`src/hdl/frame_ring_buffer_allocator_macros.svh`:
```
// Assertion macros used by the frame ring buffer allocator top level.
`ifndef FRAME_RING_BUFFER_ALLOCATOR_MACROS_SVH
`define FRAME_RING_BUFFER_ALLOCATOR_MACROS_SVH

// Checks that the consequent holds in the same cycle as the antecedent.
`define FRBA_ASSERT_NOW(label, ante, cons, msg) \
  label: assert property (@(posedge clk) disable iff (rst) (ante) |-> (cons)) \
    else $error(msg);

// Checks that the consequent holds in the cycle after the antecedent.
`define FRBA_ASSERT_NEXT(label, ante, cons, msg) \
  label: assert property (@(posedge clk) disable iff (rst) (ante) |=> (cons)) \
    else $error(msg);

`endif

```
`src/hdl/frba_pkg.sv`:
```
// Types, constants and helper functions of the frame ring buffer allocator.
package frba_pkg;

  // Sizing of the ring pointers and the frame mark queue.
  localparam int MARK_DEPTH    = 8;
  localparam int OFFSET_BITS   = 31;
  localparam int MARK_IDX_BITS = $clog2(MARK_DEPTH);
  localparam int MARK_CNT_BITS = $clog2(MARK_DEPTH + 1);

  // Fixed widths of the port fields.
  localparam int FUNC_BITS    = 2;
  localparam int BYTES_BITS   = 31;
  localparam int LOG2_BITS    = 5;
  localparam int FRAME_BITS   = 48;
  localparam int STATUS_BITS  = 2;
  localparam int CFG_IDX_BITS = 2;
  localparam int CFG_BITS     = 31;

  // Aligned tail needs one more bit; the fit sum one more again.
  localparam int AT_BITS  = OFFSET_BITS + 1;
  localparam int SUM_BITS = ((AT_BITS > BYTES_BITS) ? AT_BITS : BYTES_BITS) + 1;
  localparam int MARK_BITS = FRAME_BITS + OFFSET_BITS;

  // Operation codes of an input word.
  localparam logic [FUNC_BITS-1:0] FUNC_ALLOC     = 2'd0;
  localparam logic [FUNC_BITS-1:0] FUNC_SET_FRAME = 2'd1;
  localparam logic [FUNC_BITS-1:0] FUNC_COMPLETE  = 2'd2;

  // Status codes of a result word.
  localparam logic [STATUS_BITS-1:0] STATUS_OK   = 2'd0;
  localparam logic [STATUS_BITS-1:0] STATUS_OOM  = 2'd1;
  localparam logic [STATUS_BITS-1:0] STATUS_FULL = 2'd2;

  // Configuration register indexes.
  localparam logic [CFG_IDX_BITS-1:0] CFG_RING_SIZE  = 2'd0;
  localparam logic [CFG_IDX_BITS-1:0] CFG_MIN_ALIGN  = 2'd1;

  // Reset values of the configuration registers.
  localparam logic [OFFSET_BITS-1:0] RING_SIZE_RESET = OFFSET_BITS'(1048576);
  localparam logic [LOG2_BITS-1:0]   MIN_ALIGN_RESET = LOG2_BITS'(4);

  typedef enum logic [2:0] {
    ST_IDLE,
    ST_ALLOC,
    ST_FRAME,
    ST_POP_RD,
    ST_POP_CHK,
    ST_IGNORE
  } state_t;

  // One entry of the frame mark queue.
  typedef struct packed {
    logic [FRAME_BITS-1:0]  frame;
    logic [OFFSET_BITS-1:0] tail;
  } mark_t;

  // Placement decision of the allocation unit.
  typedef struct packed {
    logic                   ok;
    logic [OFFSET_BITS-1:0] where;
    logic [OFFSET_BITS-1:0] new_tail;
  } alloc_res_t;

  // Rounds v up to a multiple of 2**lg. Alignments beyond the pointer width
  // give the same placement as the pointer width itself.
  function automatic logic [AT_BITS-1:0] align_up(input logic [OFFSET_BITS-1:0] v,
                                                  input logic [LOG2_BITS-1:0] lg);
    logic [AT_BITS-1:0] one;
    logic [AT_BITS-1:0] mask;
    one = AT_BITS'(1);
    if (int'(lg) > OFFSET_BITS) begin
      mask = (one << OFFSET_BITS) - one;
    end else begin
      mask = (one << lg) - one;
    end
    return (AT_BITS'(v) + mask) & ~mask;
  endfunction

endpackage

```
`src/hdl/frba_mark_ram.sv`:
```
// Simple dual-port RAM with a registered read port, holding the frame marks.
module frba_mark_ram #(
  parameter int WIDTH     = 8,
  parameter int DEPTH     = 8,
  parameter int ADDR_BITS = $clog2(DEPTH)
) (
  input  logic                 clk,
  input  logic                 we,
  input  logic [ADDR_BITS-1:0] waddr,
  input  logic [WIDTH-1:0]     wdata,
  input  logic [ADDR_BITS-1:0] raddr,
  output logic [WIDTH-1:0]     rdata
);

  logic [WIDTH-1:0] mem [DEPTH];

  // Write port.
  always_ff @(posedge clk) begin
    if (we) begin
      mem[waddr] <= wdata;
    end
  end

  // Read port, registered.
  always_ff @(posedge clk) begin
    rdata <= mem[raddr];
  end

endmodule

```
`src/hdl/frba_alloc.sv`:
```
// Placement unit: decides where an allocation goes and the new tail.
module frba_alloc
  import frba_pkg::*;
(
  input  logic [AT_BITS-1:0]     at,
  input  logic [BYTES_BITS-1:0]  byte_count,
  input  logic [OFFSET_BITS-1:0] head,
  input  logic [OFFSET_BITS-1:0] tail,
  input  logic [OFFSET_BITS-1:0] ring_size,
  output alloc_res_t             res
);

  logic [SUM_BITS-1:0] end_at;
  logic [SUM_BITS-1:0] n_wide;
  logic [SUM_BITS-1:0] head_wide;

  assign end_at    = SUM_BITS'(at) + SUM_BITS'(byte_count);
  assign n_wide    = SUM_BITS'(byte_count);
  assign head_wide = SUM_BITS'(head);

  // Place at the aligned tail, else wrap to offset zero, else fail.
  // Both tests against head are strict so that a full ring never looks empty.
  always_comb begin
    res.ok       = 1'b0;
    res.where    = '0;
    res.new_tail = tail;
    if (tail >= head) begin
      if (end_at <= SUM_BITS'(ring_size)) begin
        res.ok       = 1'b1;
        res.where    = OFFSET_BITS'(at);
        res.new_tail = OFFSET_BITS'(end_at);
      end else if (n_wide < head_wide) begin
        res.ok       = 1'b1;
        res.new_tail = OFFSET_BITS'(byte_count);
      end
    end else if (end_at < head_wide) begin
      res.ok       = 1'b1;
      res.where    = OFFSET_BITS'(at);
      res.new_tail = OFFSET_BITS'(end_at);
    end
  end

endmodule

```
`src/hdl/frame_ring_buffer_allocator.sv`:
```
// Top level of the ring suballocator with frame-based reclaim.
//
//   channel  direction  handshake               words carried
//   req      in         req_valid / req_stall   func, byte_count, align_log2, frame_number
//   rsp      out        rsp_valid / rsp_stall   status, offset, frame_tag, head/tail_offset
//   cfg      in         cfg_valid / cfg_ready   cfg_index, cfg_data
//
// Allocate, set-frame and unknown words pass the accept cycle, which also aligns the
// tail, then a state that places the block, pushes a mark or ignores the word.
// A completion alternates a read state and a check state for each mark that it pops,
// and ends at a newer mark or an empty queue; each check waits on the mark RAM read.
// Synchronous reset clears config, state, pointers, frame and queue, not data or mark RAM.
// A new word is taken while a result waits; a word finishes once that result has left.
`include "frame_ring_buffer_allocator_macros.svh"

module frame_ring_buffer_allocator
  import frba_pkg::*;
(
  input  logic                    clk,
  input  logic                    rst,
  input  logic                    req_valid,
  output logic                    req_stall,
  input  logic [FUNC_BITS-1:0]    func,
  input  logic [BYTES_BITS-1:0]   byte_count,
  input  logic [LOG2_BITS-1:0]    align_log2,
  input  logic [FRAME_BITS-1:0]   frame_number,
  output logic                    rsp_valid,
  input  logic                    rsp_stall,
  output logic [STATUS_BITS-1:0]  status,
  output logic [BYTES_BITS-1:0]   offset,
  output logic [FRAME_BITS-1:0]   frame_tag,
  output logic [BYTES_BITS-1:0]   head_offset,
  output logic [BYTES_BITS-1:0]   tail_offset,
  input  logic                    cfg_valid,
  output logic                    cfg_ready,
  input  logic [CFG_IDX_BITS-1:0] cfg_index,
  input  logic [CFG_BITS-1:0]     cfg_data
);

  state_t state, state_next;

  logic [OFFSET_BITS-1:0]   ring_size;
  logic [LOG2_BITS-1:0]     min_align;
  logic [OFFSET_BITS-1:0]   head_ptr, head_next;
  logic [OFFSET_BITS-1:0]   tail_ptr, tail_next;
  logic [FRAME_BITS-1:0]    cur_frame, cur_frame_next;
  logic [MARK_IDX_BITS-1:0] mark_rd, mark_rd_next;
  logic [MARK_CNT_BITS-1:0] mark_count, mark_count_next;

  // Captured input word and its aligned tail.
  logic [BYTES_BITS-1:0]    item_bytes;
  logic [FRAME_BITS-1:0]    item_frame;
  logic [AT_BITS-1:0]       item_at;
  logic [LOG2_BITS-1:0]     eff_align;

  // Result of the word being finished.
  logic                     finish;
  logic                     rsp_free;
  logic [STATUS_BITS-1:0]   res_status;
  logic [OFFSET_BITS-1:0]   res_offset;

  // Mark queue access.
  logic                     mark_we;
  logic [MARK_IDX_BITS-1:0] mark_waddr;
  mark_t                    mark_wdata;
  mark_t                    mark_rdata;
  logic [MARK_BITS-1:0]     mark_rword;
  logic [MARK_CNT_BITS:0]   slot_sum;
  logic [MARK_IDX_BITS-1:0] rd_inc;

  alloc_res_t               alloc_res;

  assign req_stall = (state != ST_IDLE);
  assign cfg_ready = 1'b1;
  assign rsp_free  = !rsp_valid || !rsp_stall;
  assign eff_align = (align_log2 > min_align) ? align_log2 : min_align;

  // Configuration registers.
  always_ff @(posedge clk) begin
    if (rst) begin
      ring_size <= RING_SIZE_RESET;
      min_align <= MIN_ALIGN_RESET;
    end else if (cfg_valid && cfg_ready) begin
      unique case (cfg_index)
        CFG_RING_SIZE: ring_size <= OFFSET_BITS'(cfg_data);
        CFG_MIN_ALIGN: min_align <= cfg_data[LOG2_BITS-1:0];
        default: ;
      endcase
    end
  end

  // The mark queue lives in a RAM; the read port always looks at the oldest mark.
  frba_mark_ram #(
    .WIDTH (MARK_BITS),
    .DEPTH (MARK_DEPTH)
  ) u_mark_ram (
    .clk   (clk),
    .we    (mark_we),
    .waddr (mark_waddr),
    .wdata (mark_wdata),
    .raddr (mark_rd),
    .rdata (mark_rword)
  );

  assign mark_rdata = mark_t'(mark_rword);

  frba_alloc u_alloc (
    .at         (item_at),
    .byte_count (item_bytes),
    .head       (head_ptr),
    .tail       (tail_ptr),
    .ring_size  (ring_size),
    .res        (alloc_res)
  );

  // Free slot behind the newest mark, and the slot after the oldest.
  assign slot_sum = (MARK_CNT_BITS + 1)'(mark_rd) + (MARK_CNT_BITS + 1)'(mark_count);
  assign mark_waddr = (slot_sum >= (MARK_CNT_BITS + 1)'(MARK_DEPTH))
                      ? MARK_IDX_BITS'(slot_sum - (MARK_CNT_BITS + 1)'(MARK_DEPTH))
                      : MARK_IDX_BITS'(slot_sum);
  assign rd_inc = (mark_rd == MARK_IDX_BITS'(MARK_DEPTH - 1))
                  ? '0 : mark_rd + MARK_IDX_BITS'(1);
  assign mark_wdata.frame = item_frame;
  assign mark_wdata.tail  = tail_ptr;

  // Sequencer: next state, pointer updates and the finished result.
  always_comb begin
    state_next      = state;
    head_next       = head_ptr;
    tail_next       = tail_ptr;
    cur_frame_next  = cur_frame;
    mark_rd_next    = mark_rd;
    mark_count_next = mark_count;
    mark_we         = 1'b0;
    finish          = 1'b0;
    res_status      = STATUS_OK;
    res_offset      = '0;
    unique case (state)
      ST_IDLE: begin
        if (req_valid) begin
          unique case (func)
            FUNC_ALLOC:     state_next = ST_ALLOC;
            FUNC_SET_FRAME: state_next = ST_FRAME;
            FUNC_COMPLETE:  state_next = ST_POP_RD;
            default:        state_next = ST_IGNORE;
          endcase
        end
      end
      ST_ALLOC: begin
        if (rsp_free) begin
          finish     = 1'b1;
          state_next = ST_IDLE;
          if (alloc_res.ok) begin
            tail_next  = alloc_res.new_tail;
            res_offset = alloc_res.where;
          end else begin
            res_status = STATUS_OOM;
          end
        end
      end
      ST_FRAME: begin
        if (rsp_free) begin
          finish     = 1'b1;
          state_next = ST_IDLE;
          if (item_frame > cur_frame) begin
            if (mark_count >= MARK_CNT_BITS'(MARK_DEPTH)) begin
              res_status = STATUS_FULL;
            end else begin
              mark_we         = 1'b1;
              cur_frame_next  = item_frame;
              mark_count_next = mark_count + MARK_CNT_BITS'(1);
            end
          end
        end
      end
      ST_POP_RD: begin
        // The oldest mark is read now and checked in the next cycle.
        if (mark_count != '0) begin
          state_next = ST_POP_CHK;
        end else if (rsp_free) begin
          finish     = 1'b1;
          head_next  = tail_ptr;
          state_next = ST_IDLE;
        end
      end
      ST_POP_CHK: begin
        if (mark_rdata.frame <= item_frame) begin
          mark_rd_next    = rd_inc;
          mark_count_next = mark_count - MARK_CNT_BITS'(1);
          state_next      = ST_POP_RD;
        end else if (rsp_free) begin
          finish     = 1'b1;
          head_next  = mark_rdata.tail;
          state_next = ST_IDLE;
        end
      end
      ST_IGNORE: begin
        if (rsp_free) begin
          finish     = 1'b1;
          state_next = ST_IDLE;
        end
      end
      default: state_next = ST_IDLE;
    endcase
  end

  // Control state.
  always_ff @(posedge clk) begin
    if (rst) begin
      state      <= ST_IDLE;
      head_ptr   <= '0;
      tail_ptr   <= '0;
      cur_frame  <= '0;
      mark_rd    <= '0;
      mark_count <= '0;
      rsp_valid  <= 1'b0;
    end else begin
      state      <= state_next;
      head_ptr   <= head_next;
      tail_ptr   <= tail_next;
      cur_frame  <= cur_frame_next;
      mark_rd    <= mark_rd_next;
      mark_count <= mark_count_next;
      if (finish) begin
        rsp_valid <= 1'b1;
      end else if (!rsp_stall) begin
        rsp_valid <= 1'b0;
      end
    end
  end

  // Input word capture; the tail is aligned here so placement has a short path.
  always_ff @(posedge clk) begin
    if (req_valid && !req_stall) begin
      item_bytes <= byte_count;
      item_frame <= frame_number;
      item_at    <= align_up(tail_ptr, eff_align);
    end
  end

  // Result register.
  always_ff @(posedge clk) begin
    if (finish) begin
      status      <= res_status;
      offset      <= BYTES_BITS'(res_offset);
      frame_tag   <= cur_frame_next;
      head_offset <= BYTES_BITS'(head_next);
      tail_offset <= BYTES_BITS'(tail_next);
    end
  end

  // The queue never holds more marks than it has entries.
  `FRBA_ASSERT_NOW(a_count_bound, 1'b1, mark_count <= MARK_CNT_BITS'(MARK_DEPTH), "mark count beyond queue depth")
  // Every push into the mark RAM is counted exactly once.
  `FRBA_ASSERT_NEXT(a_push_counted, mark_we, mark_count == $past(mark_count) + MARK_CNT_BITS'(1), "mark push not counted")
  // A mark is only checked for popping while the queue holds one.
  `FRBA_ASSERT_NOW(a_pop_nonempty, state == ST_POP_CHK, mark_count != '0, "pop check on an empty queue")
  // A result is only produced when the result register can take it.
  `FRBA_ASSERT_NOW(a_finish_free, finish, !rsp_valid || !rsp_stall, "result overwrites a waiting word")

endmodule

```
`config.mk`:
```
export PLATFORM = sky130hd
export DESIGN_NAME = frame_ring_buffer_allocator
export DESIGN_NICKNAME = d
export VERILOG_FILES = /design/src/hdl/frba_pkg.sv /design/src/hdl/frba_mark_ram.sv /design/src/hdl/frba_alloc.sv /design/src/hdl/frame_ring_buffer_allocator.sv
export VERILOG_INCLUDE_DIRS = /design/src /design/src/hdl
export SDC_FILE = /design/constraint.sdc
export NUM_CORES = 2
export LEC_CHECK = 0
export BUFFER_PORTS_ARGS = -buffer_cell sky130_fd_sc_hd__buf_2
export CAP_MARGIN = 0
export CORE_MARGIN = 2
export CORE_UTILIZATION = 25
export CTS_BUF_LIST = sky130_fd_sc_hd__clkbuf_4 sky130_fd_sc_hd__clkbuf_8
export DETAILED_ROUTE_END_ITERATION = 8
export PLACE_DENSITY = 0.49
export RECOVER_POWER = 100
export SYNTH_ARGS = -nofsm -noshare
export SYNTH_HDL_FRONTEND = slang
export SYNTH_SLANG_ARGS = --single-unit
export TNS_END_PERCENT = 30
```
`constraint.sdc`:
```
create_clock -name clk -period 52.4 [get_ports clk]
set_input_delay 7.86 -clock clk [delete_from_list [all_inputs] [get_ports clk]]
set_output_delay 7.86 -clock clk [all_outputs]
set_load 0.05 [all_outputs]
```
==> results.md <==
- Die ar.: 202000 sq um
- Pleak: 20.6 nW
- Vias after detailed routing: 30200
- MaxCap Viol Count: 30
- H-tree depth: 4
- Nets: 4173
- Relative slew slack: -532%
- Initial antenna violation count: 18
- Max incr delay on CP: 6580 ps
- Pin count of the biggest net entering global routing: 144
- Layout area overhead: 16.2%
- Ys flop type: edfxtp_1
- Syn_nets: 3796
- Crit-path cells: clkbuf_1, and2_0, a2111oi_0, clkbuf_1
- Gr ovfl total: 0
- Fin crit share: 29.1%
- Fmax: 65.7 MHz
- Antenna viol nets, final: 0
- Fin. max-slew vios: 1334
- Clock slew at reported path FFs: 60 ps
- Slack of the critical path: 37170 ps
- FF/Latch Area: 31300 sq um
- Fin cells: 6557
- Number of remaining DRC errors: 0
- CP Capture Type: flip-flop
- Setup TNS: 0 ps
- Post-synth EDFFs: 886
- Clock Skew: 66.5 ps
- Avg Cell Area, Syn: 14.7 sq um
- CTS Buffer Depth: 3
- DP Cell Count: 6203
- Top Ports: 270
- Hold Path Origin: ring_size[15]
- Initial core utilization: 25.2%
- Die X-Extent: 450 microns
- Placement Setup Slack: 38510 ps
- Gpl congestion: 0.847
- CTS root buffer: clkbuf_8
- DPL Wire Length: 97300 microns
- Worst slew pin tran: 9490 ps
- Die H: 450 microns
- Tmin final: 15230 ps
- Setup Fix Bufs, Post-CTS: 0
- Fillers: 20100
- Failing checks: capacitance limit, slew limit
- Crit path max fanout: 143
- Hold Path Depth: 2
- Row Count: 163
- TritonCTS clock tree: built
- Overall Global Routing Usage: 14.2%
- RSZ-0062 raised after global routing: no
- Vias in the first global route: 30700
- Footprint of the multi-input gates: 16900 sq um
- Reg2reg start: item_frame[47]
- WP data arrival: 15440 ps
- Critical path's slowest cell: clkbuf_1
- Pre-antenna DRT Iters: 5
- Number of port buffers: 268
- Status: finished, violations left
- Core area: 197000 sq um
- Post-CTS resize count: 0
- DRT iter0 DRCs: 2141
- Drt total wl: 147000 microns
- Cells after Synth: 3373
- Yosys Warn Count: 0
- Worst Reg-to-Reg Cells: 12
- First-pass GRT wire length: 212000 microns
- Yosys reg bits: 1122
- Detailed-route vias per instance: 4.60
- Share of cells above drive strength 1: 17.9%
- Hold buffers post-CTS: 0
- Num CTS Buffers: 185
- Clock Latency Late Sink: 940 ps
- Critical path's most frequent cell: clkbuf_1
- CP required: 52610 ps
- Hold path endpoint: ring_size[15]
- Sinks on Clock Net: 1122
- Crit Path Class: in2reg
- Crit path launch type: input pin
- Worst min-delay path class: reg2reg
- Hold Vio Cnt, Final: 0
- Reg2reg setup slack: 40690 ps
- Routed length per placed instance: 22.5 microns
- Post-synth ARST share: 0%
- VDD IR max: 0.0401 mV
- Sequential area share after synthesis: 63.0%
- PD cells: 46.1 nW/um^2
- Setup violations, final: 0
- Worst reg2reg path endpoint: offset[24]
- Yosys cell types: 81
- Netlist Area Pre-Place: 49700 sq um
final cells by class:
type | count | area share [%]
Sequential cell | 1122 | 54.3
Multi-Input combinational cell | 1919 | 29.3
Clock buffer | 275 | 5.84
Tap cell | 2640 | 5.72
Timing Repair Buffer | 319 | 2.40
Inverter | 203 | 1.32
Clock inverter | 73 | 1.07
Antenna cell | 6 | 0.0260
flip-flops by register name, summed over array words and instances (netlist names):
| signal | count |
|---|---|
| head_offset | 31 |
| rsp_valid | 1 |
| item_bytes | 31 |
| head_ptr | 31 |
| cur_frame | 48 |
| ring_size | 31 |
| tail_ptr | 31 |
| item_at | 32 |
| mark_count | 4 |
| mark_rd | 3 |
| tail_offset | 31 |
| min_align | 5 |
| offset | 31 |
| frame_tag | 48 |
| u_mark_ram.mem | 632 |
| state | 3 |
| item_frame | 48 |
| u_mark_ram.rdata | 79 |
| status | 2 |
metrics by stage:
step                      instance area, sq um  power, mW  utilization, %  hold WS (ps)
after floorplan                          49700       1.63               -           436
after global placement                   54300       1.86            27.5           445
after detailed placement                 54300       1.86            27.5           448
after CTS                                58300       2.70            29.5           457
after global routing                     57700       2.80            29.2           477
final                                    57700       2.66            29.2           455
synthesized netlist by cell type (all sizes together), types with 6 or more instances:
master / number / area, sq um
and4: 7 / 61.3
o22a: 26 / 228
xnor2: 28 / 245
o21a: 18 / 135
nor2: 111 / 417
a32oi: 21 / 184
a21boi: 7 / 52.6
mux2: 108 / 1220
o211ai: 32 / 240
a21o: 88 / 661
o22ai: 10 / 62.6
and3: 48 / 300
a211oi: 32 / 285
o21ai: 87 / 435
a22o: 27 / 236
and2: 59 / 369
a21oi: 196 / 985
clkbuf: 86 / 323
buf: 43 / 235
nand3: 40 / 205
inv: 201 / 754
nand4: 33 / 206
xor2: 18 / 158
dfxtp: 236 / 4720
nor4: 12 / 75.1
a31oi: 17 / 106
nand2: 180 / 676
ha: 295 / 3690
o32ai: 14 / 216
o2111ai: 6 / 52.6
mux4: 158 / 3560
nand2b: 15 / 93.8
or3: 7 / 48.8
nor3: 38 / 201
nor2b: 16 / 100
edfxtp: 886 / 26600
o21bai: 10 / 75.1
mux2i: 66 / 661
placed cells by master (no fill, tap or decap), types with 39 or more instances in the layout:
cell      count
edfxtp_1    886
ha_1        295
dfxtp_1     234
clkbuf_8    209
clkbuf_1    207
inv_1       201
a21oi_1     194
nand2_1     180
mux4_2      158
nor2_1      111
buf_2        92
a21o_1       88
o21ai_0      87
mux2_2       83
mux2i_1      66
clkbuf_4     66
and3_1       48
and2_0       40
nand3_1      39
power breakdown:
part | total [mW] | leakage [nW] | switching [mW] | internal, mW
combinational | 0.695 | 8.33 | 0.465 | 0.230
sequential | 1.14 | 10.2 | 0.0750 | 1.07
clock | 0.824 | 2.11 | 0.376 | 0.448
total | 2.66 | 20.6 | 0.916 | 1.75
logic make-up after synthesis:
| family | Yosys count | synth area share, % |
|---|---|---|
| compound gates | 646 | 8.95 |
| xor+xnor | 46 | 0.811 |
| fa+ha+maj | 299 | 7.59 |
| buf+inv | 332 | 2.66 |
| flops | 1122 | 63.0 |
| mux | 332 | 10.9 |
| other cells | 1 | 0.00755 |
| simple gates | 595 | 6.00 |
worst max-delay path: cells and delay by family:
family | cells | cell delay [ps]
AO/OA/AOI/OAI | 1 | 370
buffers and inverters | 2 | 6660
AND/OR/NAND/NOR | 1 | 370
worst max path at each step:
stage | slack (ps) | cells after the start | endpoint | start
final | 37170 | 4 | offset[24] | rsp_stall
after global routing | 36400 | 4 | offset[24] | rsp_stall
after CTS | 39480 | 23 | item_at[28] | align_log2[3]
after detailed placement | 38510 | 23 | item_at[28] | align_log2[3]
after global placement | 38610 | 23 | item_at[28] | align_log2[3]
after floorplan | 20690 | 3 | frame_tag[0] | rsp_stall
layer usage:
layer,up-vias,global-route usage (%),share of wire [%]
met5,-,0,0
met4,0,3.76,2.6
met3,228,2.63,4.6
met2,770,23.8,48
met1,15300,18.9,45
li1,13900,-,-
Power figures use the tool's default switching activity.
